File: src/sv/iss_pkg.sv
// Package for the integer set stack with search.
// Holds operation codes, error codes, controller commands and the status struct.
// No dependencies.
package iss_pkg;

  localparam int DEPTH_DEF = 16;
  localparam int DATA_W    = 32;
  localparam int MODE_W    = 3;
  localparam int ERR_W     = 2;

  localparam logic [MODE_W-1:0] MODE_ADD    = 3'd0;
  localparam logic [MODE_W-1:0] MODE_TEST   = 3'd1;
  localparam logic [MODE_W-1:0] MODE_POP    = 3'd2;
  localparam logic [MODE_W-1:0] MODE_REMOVE = 3'd3;
  localparam logic [MODE_W-1:0] MODE_CLEAR  = 3'd4;

  localparam logic [ERR_W-1:0] ERR_NONE  = 2'd0;
  localparam logic [ERR_W-1:0] ERR_EMPTY = 2'd1;
  localparam logic [ERR_W-1:0] ERR_FULL  = 2'd2;

  typedef enum logic [2:0] {
    CMD_NONE,
    CMD_LOAD,
    CMD_POPCAP,
    CMD_SCAN,
    CMD_SHIFT,
    CMD_EMIT
  } cmd_t;

  typedef struct packed {
    logic empty;
    logic hit;
    logic scan_last;
    logic shift_last;
    logic remove;
    logic out_free;
  } status_t;

endpackage

File: src/sv/iss_if.sv
// Channel interfaces for the integer set stack: request and response.
// Depends on iss_pkg for field widths.
interface iss_req_if;
  logic                                    valid;
  logic                                    ready;
  logic [iss_pkg::MODE_W-1:0]              mode;
  logic signed [iss_pkg::DATA_W-1:0]       value;

  modport source (output valid, mode, value, input ready);
  modport sink   (input valid, mode, value, output ready);
endinterface

interface iss_rsp_if #(
  parameter int CW = 5
);
  logic                                    valid;
  logic                                    ready;
  logic                                    is_member;
  logic signed [iss_pkg::DATA_W-1:0]       popped_value;
  logic                                    now_empty;
  logic [CW-1:0]                           entry_count;
  logic [iss_pkg::ERR_W-1:0]               error_code;

  modport source (output valid, is_member, popped_value, now_empty, entry_count, error_code,
                  input ready);
  modport sink   (input valid, is_member, popped_value, now_empty, entry_count, error_code,
                  output ready);
endinterface

File: src/sv/iss_dp.sv
// Datapath: value memory, fill count, scan/shift index and result registers.
// Driven by commands from iss_ctrl; depends on iss_pkg.
module iss_dp #(
  parameter int DEPTH = iss_pkg::DEPTH_DEF,
  parameter int AW    = 4,
  parameter int CW    = 5
) (
  input  logic                               clk,
  input  logic                               rst,
  input  iss_pkg::cmd_t                      cmd,
  output iss_pkg::status_t                   st,
  input  logic [iss_pkg::MODE_W-1:0]         in_mode,
  input  logic signed [iss_pkg::DATA_W-1:0]  in_value,
  input  logic                               out_ready,
  output logic                               out_valid,
  output logic                               out_member,
  output logic signed [iss_pkg::DATA_W-1:0]  out_popped,
  output logic                               out_empty,
  output logic [CW-1:0]                      out_count,
  output logic [iss_pkg::ERR_W-1:0]          out_error
);
  import iss_pkg::*;

  logic signed [DATA_W-1:0] mem [DEPTH];
  logic signed [DATA_W-1:0] rd_data;
  logic [AW-1:0]            rd_addr;
  logic                     wr_en;
  logic [AW-1:0]            wr_addr;
  logic signed [DATA_W-1:0] wr_data;

  logic [CW-1:0]            fill;
  logic [AW-1:0]            cidx;
  logic signed [DATA_W-1:0] val;
  logic [MODE_W-1:0]        mode;
  logic                     r_member;
  logic signed [DATA_W-1:0] r_popped;
  logic [ERR_W-1:0]         r_err;

  logic [CW-1:0]            fill_m1;
  logic [CW-1:0]            cidx_p1;
  logic                     match;
  logic                     full;
  logic                     empty;
  logic                     shift_last;

  assign fill_m1    = fill - CW'(1);
  assign cidx_p1    = CW'(cidx) + CW'(1);
  assign match      = (rd_data == val);
  assign full       = (fill == CW'(DEPTH));
  assign empty      = (fill == '0);
  assign shift_last = (cidx_p1 >= fill);

  always_comb begin
    st.empty      = empty;
    st.hit        = match;
    st.scan_last  = (cidx == '0);
    st.shift_last = shift_last;
    st.remove     = (mode == MODE_REMOVE);
    st.out_free   = !out_valid || out_ready;
  end

  always_comb begin
    case (cmd)
      CMD_LOAD:  rd_addr = fill_m1[AW-1:0];
      CMD_SCAN:  rd_addr = match ? (cidx + AW'(1)) : (cidx - AW'(1));
      CMD_SHIFT: rd_addr = cidx + AW'(2);
      default:   rd_addr = cidx;
    endcase
  end

  always_comb begin
    wr_en   = 1'b0;
    wr_addr = cidx;
    wr_data = rd_data;
    if (cmd == CMD_LOAD && in_mode == MODE_ADD && !full) begin
      wr_en   = 1'b1;
      wr_addr = fill[AW-1:0];
      wr_data = in_value;
    end else if (cmd == CMD_SHIFT && !shift_last) begin
      wr_en = 1'b1;
    end
  end

  always_ff @(posedge clk) begin
    if (wr_en) begin
      mem[wr_addr] <= wr_data;
    end
    rd_data <= mem[rd_addr];
  end

  always_ff @(posedge clk) begin
    if (rst) begin
      fill      <= '0;
      out_valid <= 1'b0;
    end else begin
      case (cmd)
        CMD_LOAD: begin
          case (in_mode)
            MODE_ADD:   if (!full) fill <= fill + CW'(1);
            MODE_POP:   if (!empty) fill <= fill_m1;
            MODE_CLEAR: fill <= '0;
            default:    fill <= fill;
          endcase
        end
        CMD_SHIFT: if (shift_last) fill <= fill_m1;
        default:   fill <= fill;
      endcase
      if (cmd == CMD_EMIT) begin
        out_valid <= 1'b1;
      end else if (out_ready) begin
        out_valid <= 1'b0;
      end
    end
  end

  always_ff @(posedge clk) begin
    case (cmd)
      CMD_LOAD: begin
        val      <= in_value;
        mode     <= in_mode;
        cidx     <= fill_m1[AW-1:0];
        r_member <= 1'b0;
        r_popped <= '0;
        if (in_mode == MODE_ADD && full) begin
          r_err <= ERR_FULL;
        end else if (in_mode == MODE_POP && empty) begin
          r_err <= ERR_EMPTY;
        end else begin
          r_err <= ERR_NONE;
        end
      end
      CMD_POPCAP: r_popped <= rd_data;
      CMD_SCAN: begin
        if (match) begin
          r_member <= 1'b1;
        end else begin
          cidx <= cidx - AW'(1);
        end
      end
      CMD_SHIFT: if (!shift_last) cidx <= cidx + AW'(1);
      CMD_EMIT: begin
        out_member <= r_member;
        out_popped <= r_popped;
        out_empty  <= empty;
        out_count  <= fill;
        out_error  <= r_err;
      end
      default: ;
    endcase
  end

  a_shift_after_hit: assert property (@(posedge clk) disable iff (rst)
    cmd == CMD_SHIFT |-> r_member)
    else $error("shift without a found entry");

  a_add_grows: assert property (@(posedge clk) disable iff (rst)
    (cmd == CMD_LOAD && in_mode == MODE_ADD && !full) |=> fill == $past(fill) + CW'(1))
    else $error("add did not grow the store");

  a_emit_count: assert property (@(posedge clk) disable iff (rst)
    cmd == CMD_EMIT |=> (out_valid && out_count == $past(fill)))
    else $error("emitted count differs from fill");

endmodule

File: src/sv/iss_ctrl.sv
// Controller: sequences load, pop capture, scan, shift and result emission.
// Talks to iss_dp through cmd_t and status_t from iss_pkg.
module iss_ctrl (
  input  logic                        clk,
  input  logic                        rst,
  input  logic                        in_valid,
  output logic                        in_ready,
  input  logic [iss_pkg::MODE_W-1:0]  in_mode,
  input  iss_pkg::status_t            st,
  output iss_pkg::cmd_t               cmd
);
  import iss_pkg::*;

  typedef enum logic [2:0] {
    S_IDLE,
    S_POP_WAIT,
    S_SCAN,
    S_SHIFT,
    S_RESULT
  } state_t;

  state_t state;

  assign in_ready = (state == S_IDLE);

  always_comb begin
    case (state)
      S_IDLE:     cmd = in_valid ? CMD_LOAD : CMD_NONE;
      S_POP_WAIT: cmd = CMD_POPCAP;
      S_SCAN:     cmd = CMD_SCAN;
      S_SHIFT:    cmd = CMD_SHIFT;
      S_RESULT:   cmd = st.out_free ? CMD_EMIT : CMD_NONE;
      default:    cmd = CMD_NONE;
    endcase
  end

  always_ff @(posedge clk) begin
    if (rst) begin
      state <= S_IDLE;
    end else begin
      case (state)
        S_IDLE: begin
          if (in_valid) begin
            if (in_mode == MODE_POP) begin
              state <= st.empty ? S_RESULT : S_POP_WAIT;
            end else if (in_mode inside {MODE_TEST, MODE_REMOVE}) begin
              state <= st.empty ? S_RESULT : S_SCAN;
            end else begin
              state <= S_RESULT;
            end
          end
        end
        S_POP_WAIT: state <= S_RESULT;
        S_SCAN: begin
          if (st.hit) begin
            state <= st.remove ? S_SHIFT : S_RESULT;
          end else if (st.scan_last) begin
            state <= S_RESULT;
          end
        end
        S_SHIFT:  if (st.shift_last) state <= S_RESULT;
        S_RESULT: if (st.out_free) state <= S_IDLE;
        default:  state <= S_IDLE;
      endcase
    end
  end

  a_hit_remove_shifts: assert property (@(posedge clk) disable iff (rst)
    (state == S_SCAN && st.hit && st.remove) |=> state == S_SHIFT)
    else $error("remove hit did not start the shift");

  a_one_at_a_time: assert property (@(posedge clk) disable iff (rst)
    (in_valid && in_ready) |=> !in_ready)
    else $error("second transaction taken while busy");

endmodule

File: src/sv/int_set_stack_with_search.sv
// Top level of the integer set stack with search; joins iss_ctrl and iss_dp.
// Depends on iss_pkg, iss_req_if and iss_rsp_if.
//
// One request transaction gives one response transaction. Items are handled one at a
// time through a value memory with one write port and one registered read port, one
// entry per cycle.
// From request to response valid: add, clear and unused codes pass load and result;
// pop adds pop capture (skipped when empty); test adds a scan of the entries from the
// newest down (at most the count); remove on a hit also shifts the entries above it
// down, one entry a cycle. A new request is taken once the previous response is
// registered, even while it still waits on the sink; the new response is then held
// back until the sink takes the previous one. The store is empty after reset.
module int_set_stack_with_search #(
  parameter int DEPTH = iss_pkg::DEPTH_DEF
) (
  input logic             clk,
  input logic             rst,
  iss_req_if.sink         req,
  iss_rsp_if.source       rsp
);
  import iss_pkg::*;

  localparam int AW = (DEPTH > 1) ? $clog2(DEPTH) : 1;
  localparam int CW = $clog2(DEPTH + 1);

  cmd_t    cmd;
  status_t st;

  iss_ctrl u_ctrl (
    .clk      (clk),
    .rst      (rst),
    .in_valid (req.valid),
    .in_ready (req.ready),
    .in_mode  (req.mode),
    .st       (st),
    .cmd      (cmd)
  );

  iss_dp #(
    .DEPTH (DEPTH),
    .AW    (AW),
    .CW    (CW)
  ) u_dp (
    .clk        (clk),
    .rst        (rst),
    .cmd        (cmd),
    .st         (st),
    .in_mode    (req.mode),
    .in_value   (req.value),
    .out_ready  (rsp.ready),
    .out_valid  (rsp.valid),
    .out_member (rsp.is_member),
    .out_popped (rsp.popped_value),
    .out_empty  (rsp.now_empty),
    .out_count  (rsp.entry_count),
    .out_error  (rsp.error_code)
  );

endmodule
File: src/flat_wrapper.sv
// flat-port wrapper written by rule: the top's interface ports become plain ports
module int_set_stack_with_search_flat import iss_pkg::*;
#(
  parameter int DEPTH = iss_pkg::DEPTH_DEF
)
  (clk, rst, req_valid, req_mode, req_value, req_ready, rsp_valid, rsp_is_member, rsp_popped_value, rsp_now_empty, rsp_entry_count, rsp_error_code, rsp_ready);
  iss_req_if req_i ();
  iss_rsp_if rsp_i ();
  input logic clk;
  input logic rst;
  input wire logic [$bits(req_i.valid)-1:0] req_valid;
  input wire logic [$bits(req_i.mode)-1:0] req_mode;
  input wire logic [$bits(req_i.value)-1:0] req_value;
  output wire logic [$bits(req_i.ready)-1:0] req_ready;
  output wire logic [$bits(rsp_i.valid)-1:0] rsp_valid;
  output wire logic [$bits(rsp_i.is_member)-1:0] rsp_is_member;
  output wire logic [$bits(rsp_i.popped_value)-1:0] rsp_popped_value;
  output wire logic [$bits(rsp_i.now_empty)-1:0] rsp_now_empty;
  output wire logic [$bits(rsp_i.entry_count)-1:0] rsp_entry_count;
  output wire logic [$bits(rsp_i.error_code)-1:0] rsp_error_code;
  input wire logic [$bits(rsp_i.ready)-1:0] rsp_ready;
  assign req_i.valid = req_valid;
  assign req_i.mode = req_mode;
  assign req_i.value = req_value;
  assign req_ready = req_i.ready;
  assign rsp_valid = rsp_i.valid;
  assign rsp_is_member = rsp_i.is_member;
  assign rsp_popped_value = rsp_i.popped_value;
  assign rsp_now_empty = rsp_i.now_empty;
  assign rsp_entry_count = rsp_i.entry_count;
  assign rsp_error_code = rsp_i.error_code;
  assign rsp_i.ready = rsp_ready;
  int_set_stack_with_search #(.DEPTH(DEPTH)) u_core (.clk(clk), .rst(rst), .req(req_i), .rsp(rsp_i));
endmodule
File: config.mk
export PLATFORM = sky130hd
export DESIGN_NAME = int_set_stack_with_search_flat
export DESIGN_NICKNAME = d
export VERILOG_FILES = /design/src/sv/iss_pkg.sv /design/src/sv/iss_if.sv /design/src/sv/iss_dp.sv /design/src/sv/iss_ctrl.sv /design/src/sv/int_set_stack_with_search.sv /design/src/flat_wrapper.sv
export SDC_FILE = /design/constraint.sdc
export NUM_CORES = 1
export LEC_CHECK = 0
export BUFFER_PORTS_ARGS = -buffer_cell sky130_fd_sc_hd__buf_2
export CAP_MARGIN = 25
export CORE_MARGIN = 5
export CORE_UTILIZATION = 50
export CTS_CLUSTER_DIAMETER = 60
export DETAILED_ROUTE_END_ITERATION = 8
export HOLD_SLACK_MARGIN = 0.12
export PLACE_DENSITY = 0.74
export SLEW_MARGIN = 20
export SYNTH_ARGS = -nofsm -noshare
export SYNTH_HDL_FRONTEND = slang
export SYNTH_SLANG_ARGS = --single-unit
export TNS_END_PERCENT = 5
File: constraint.sdc
create_clock -name clk -period 11.3 [get_ports clk]
set_input_delay 2.26 -clock clk [delete_from_list [all_inputs] [get_ports clk]]
set_output_delay 2.26 -clock clk [all_outputs]
set_load 0.01 [all_outputs]
==> results.py <==
metrics = {
    "grt": {
        "grt_use_total_pct": 21.5,
        "grtUsageMet1_pct": 29.5,
        "grt_busiest_layer": "met2",
        "use_met2_pct": 34.7,
        "grt_pass1_wl_mm": 93.4,
        "antenna_found_initial": 0,
        "grt_max_degree": 193,
        "grt_pass1_vias": 15200,
        "met3_usage_pct": 3.69,
        "overflow": 0,
    },
    "min_path": {
        "min_path_type": "reg -> reg",
        "worstHoldStart": "u_core.u_dp.r_popped[26]$_SDFFCE_PP0P_",
        "min_path_cells": 0,
        "hold_path_end": "u_core.u_dp.out_popped[26]$_DFFE_PP_",
    },
    "cells_and_area": {
        "nets": 2004,
        "syn2layout_area_growth_pct": 12.8,
        "fill_cells": 3945,
        "n_antenna_cell": 0,
        "multi_input_area_mm2": 0.00648,
        "area.sequential_mm2": 0.0196,
        "drive_gt1_share_pct": 13.3,
    },
    "critical_path": {
        "timing.rr.start": "u_core.u_dp.cidx[0]$_DFFE_PP_",
        "crit_buf_inv": 2,
        "regToRegEndpoint": "u_core.u_dp.mem[8][24]$_DFFE_PP_",
        "critPathCaptureType": "flop",
        "start_kind": "primary input",
        "rrSetupSlack_ns": 6.65,
        "crit_chain": "buf_2 > a21oi_1 > o31ai_1 > o21a_4 > buf_4 > mux2i_1 > mux2i_1 > a32oi_1 > o221ai_1",
        "crit_family": "compound AO/OA/AOI/OAI gates",
        "cp.arrival_ns": 5.20,
        "cp_slowest_stage_delay_ns": 0.73,
        "required_ns": 11.72,
        "cpMostUsedCell": "mux2i_1",
        "path_class": "in -> reg",
        "critical-path-slowest-cell": "buf_4",
        "crit_path_max_fanout": 63,
        "reg2reg_depth": 10,
    },
    "die": {
        "die_area_mm2": 0.0578,
        "die_w_um": 240,
        "rows": 84,
        "core_mm2": 0.0526,
        "die_h_um": 240,
        "io_pins": 82,
        "start_util_pct": 50.5,
    },
    "drt": {
        "drtIter0Drc": 1845,
        "num_vias": 15800,
        "viasPerCell": 5.85,
        "drt-total-wl_mm": 62.6,
        "drc_errors": 0,
        "post_drt_wl_per_cell_um": 23.2,
        "drtPass1Iterations": 6,
        "antenna_left": 0,
    },
    "power": {
        "finalPower_mw": 8.17,
        "p_int_mw": 5.37,
        "power_frac_clock_pct": 27.0,
        "p_leak_nw": 10.5,
        "switchingPower_mw": 2.80,
        "power_frac_comb_pct": 31.3,
        "p_sw_share_pct": 34.2,
        "power.share.sequential_pct": 41.7,
        "peakVddDrop_mv": 0.228,
        "p_per_area_mw_per_mm2": 273,
    },
    "clock_network": {
        "cts_tree": "yes",
        "h-tree-depth": 3,
        "cts_root_buffer": "clkbuf_16",
        "post_cts_buffers": 0,
        "cts-resized-gates": 0,
        "cts_hold_buf": 0,
        "clock_latency_ns": 0.59,
        "clockBufferDepth": 3,
        "cts_buffers": 66,
        "cts.clk_slew.worst_paths_ns": 0.06,
        "clock-sinks": 668,
    },
    "timing": {
        "drv_slew": 0,
        "setup_viol": 0,
        "timing.final.crit_share_pct": 42.3,
        "finalCriticalPeriod_ns": 4.78,
        "max-slew-margin-rel_pct": 26.6,
        "max_freq_mhz": 209,
        "rsz0062_at_grt": "false",
        "finClkSkew_ns": 0.0174,
        "setup_tns_ns": 0,
        "finalHoldViolCount": 0,
        "worstMarginPinSlew_ns": 1.10,
    },
    "logic_synthesis": {
        "syn_nets": 1931,
        "synth_top_cell_by_area": "edfxtp_1",
        "post-synth-top-area-fraction_pct": 71.0,
        "ys_seq_area_share_pct": 74.0,
        "async_flop_share_pct": 0,
        "ys.flop_type": "edfxtp_1",
        "synth_cell_types": 61,
        "synth-edff-count": 627,
        "synth_seq_cells": 668,
        "syn_area_mm2": 0.0265,
        "avgSynthCellArea_um2": 14.1,
        "ys_warn_count": 0,
        "syn_inst": 1880,
        "ys_top_cells_by_area": "edfxtp_1 (71%), nand2_1 (5.7%), mux2i_1 (3.6%)",
    },
    "run_status": {
        "outcome": "finished clean",
    },
    "placement": {
        "dp_hpwl_mm": 33.8,
        "gp_congestion": 0.889,
        "port_buffers": 81,
    },
    "run": {
        "drv_cap": 0,
    },
}
routing by layer:
metal | routed length [µm] | up-vias
li1 | - | 7086
met1 | 24800 | 7738
met2 | 30100 | 816
met3 | 5650 | 126
met4 | 2040 | 0
met5 | 0 | -
cell usage in the layout (no fill, tap or decap), types with 10 or more instances in the layout:
master / count
a21oi_1: 14
a32oi_1: 33
and2_1: 34
buf_2: 81
buf_4: 24
clkbuf_1: 23
clkbuf_16: 73
dfxtp_1: 41
edfxtp_1: 627
ha_1: 12
inv_1: 10
mux2_2: 32
mux2i_1: 96
nand2_1: 406
nand3_1: 99
nor2_1: 84
nor2_4: 16
nor3_1: 14
nor4_1: 10
o21ai_0: 72
o21bai_1: 32
o221ai_1: 33
xor2_1: 34
power groups by stage:
stage          clock network, mW  logic [mW]  registers, mW
3_3_place_gp                   0        2.41           3.45
4_1_cts                     2.24        2.51           3.41
6_report                    2.20        2.55           3.41
5_1_grt                     2.35        2.77           3.42
3_5_place_dp                   0        2.50           3.46
2_1_floorplan                  0        1.81           3.39
cell type report:
cell class              count  area share [%]
multi-input cells        1095            21.6
repair buffers            110            2.31
well taps                 688            2.87
inverters                  12           0.150
clock inverters            19           0.685
clock buffers             103            6.71
flip-flops and latches    668            65.6
kinds of logic (layout without fill, tap and decap cells):
group,after synthesis,count (layout),synth area share [%]
and+or+nand+nor,695,695,11.2
DFF,668,668,74.0
AOI/OAI and AO/OA,221,221,5.85
muxes,128,128,4.98
buffers and inverters,117,244,2.12
xor gates and xnor gates,39,39,1.29
adders and majority gates,12,12,0.566
stage by stage:
| step | cell area [µm²] | hold slack (ns) | instances | utilization (%) | worst slack (ns) |
|---|---|---|---|---|---|
| 3_5_place_dp | 27700 | 0.405 | 2571 | 52.7 | 5.36 |
| 2_1_floorplan | 26500 | 0.400 | 1880 | - | 5.86 |
| 6_report | 29900 | 0.415 | 2695 | 57.0 | 6.52 |
| 5_1_grt | 29900 | 0.424 | 2695 | 57.0 | 6.37 |
| 3_3_place_gp | 27700 | 0.405 | 2570 | 52.6 | 5.41 |
| 4_1_cts | 29900 | 0.414 | 2693 | 56.9 | 5.95 |
cells in the mapped netlist (4+ instances only):
cell type    n
a211oi_1     4
a21o_1       4
a21oi_1     14
a31oi_1      6
a32oi_1     33
and2_1      34
and3_1       4
buf_2       11
buf_4        9
clkbuf_1    77
dfxtp_1     41
edfxtp_1   627
ha_1        12
inv_1       10
mux2_2      32
mux2i_1     96
nand2_1    406
nand3_1     99
nor2_1     100
nor2b_1      7
nor3_1      15
nor4_1      10
o21ai_0     73
o21bai_1    32
o221ai_1    33
xnor2_1      5
xor2_1      34
worst max path at each step:
stage | from | endpoint | slack (ns) | depth (start not counted)
floorplan | req_valid | u_core.u_dp.mem[12][0]$_DFFE_PP_ | 5.86 | 7
global placement | req_valid | u_core.u_dp.rd_data[10]$_DFF_P_ | 5.41 | 10
detailed placement | req_valid | u_core.u_dp.rd_data[2]$_DFF_P_ | 5.36 | 10
CTS | req_valid | u_core.u_dp.rd_data[2]$_DFF_P_ | 5.95 | 10
global route | req_valid | u_core.u_dp.rd_data[25]$_DFF_P_ | 6.37 | 9
finish | req_valid | u_core.u_dp.rd_data[30]$_DFF_P_ | 6.52 | 9
registers in the layout, summed over array words and instances, names as in the netlist, 2 cells and up:
signal,flops
u_core.u_dp.mode,3
u_core.u_dp.rd_data,32
u_core.u_dp.r_popped,32
u_core.u_dp.mem,512
u_core.u_dp.cidx,4
u_core.u_dp.out_popped,32
u_core.u_ctrl.state,3
u_core.u_dp.fill,5
u_core.u_dp.r_err,2
u_core.u_dp.out_count,5
u_core.u_dp.val,32
u_core.u_dp.out_error,2
Power figures use the tool's default switching activity.
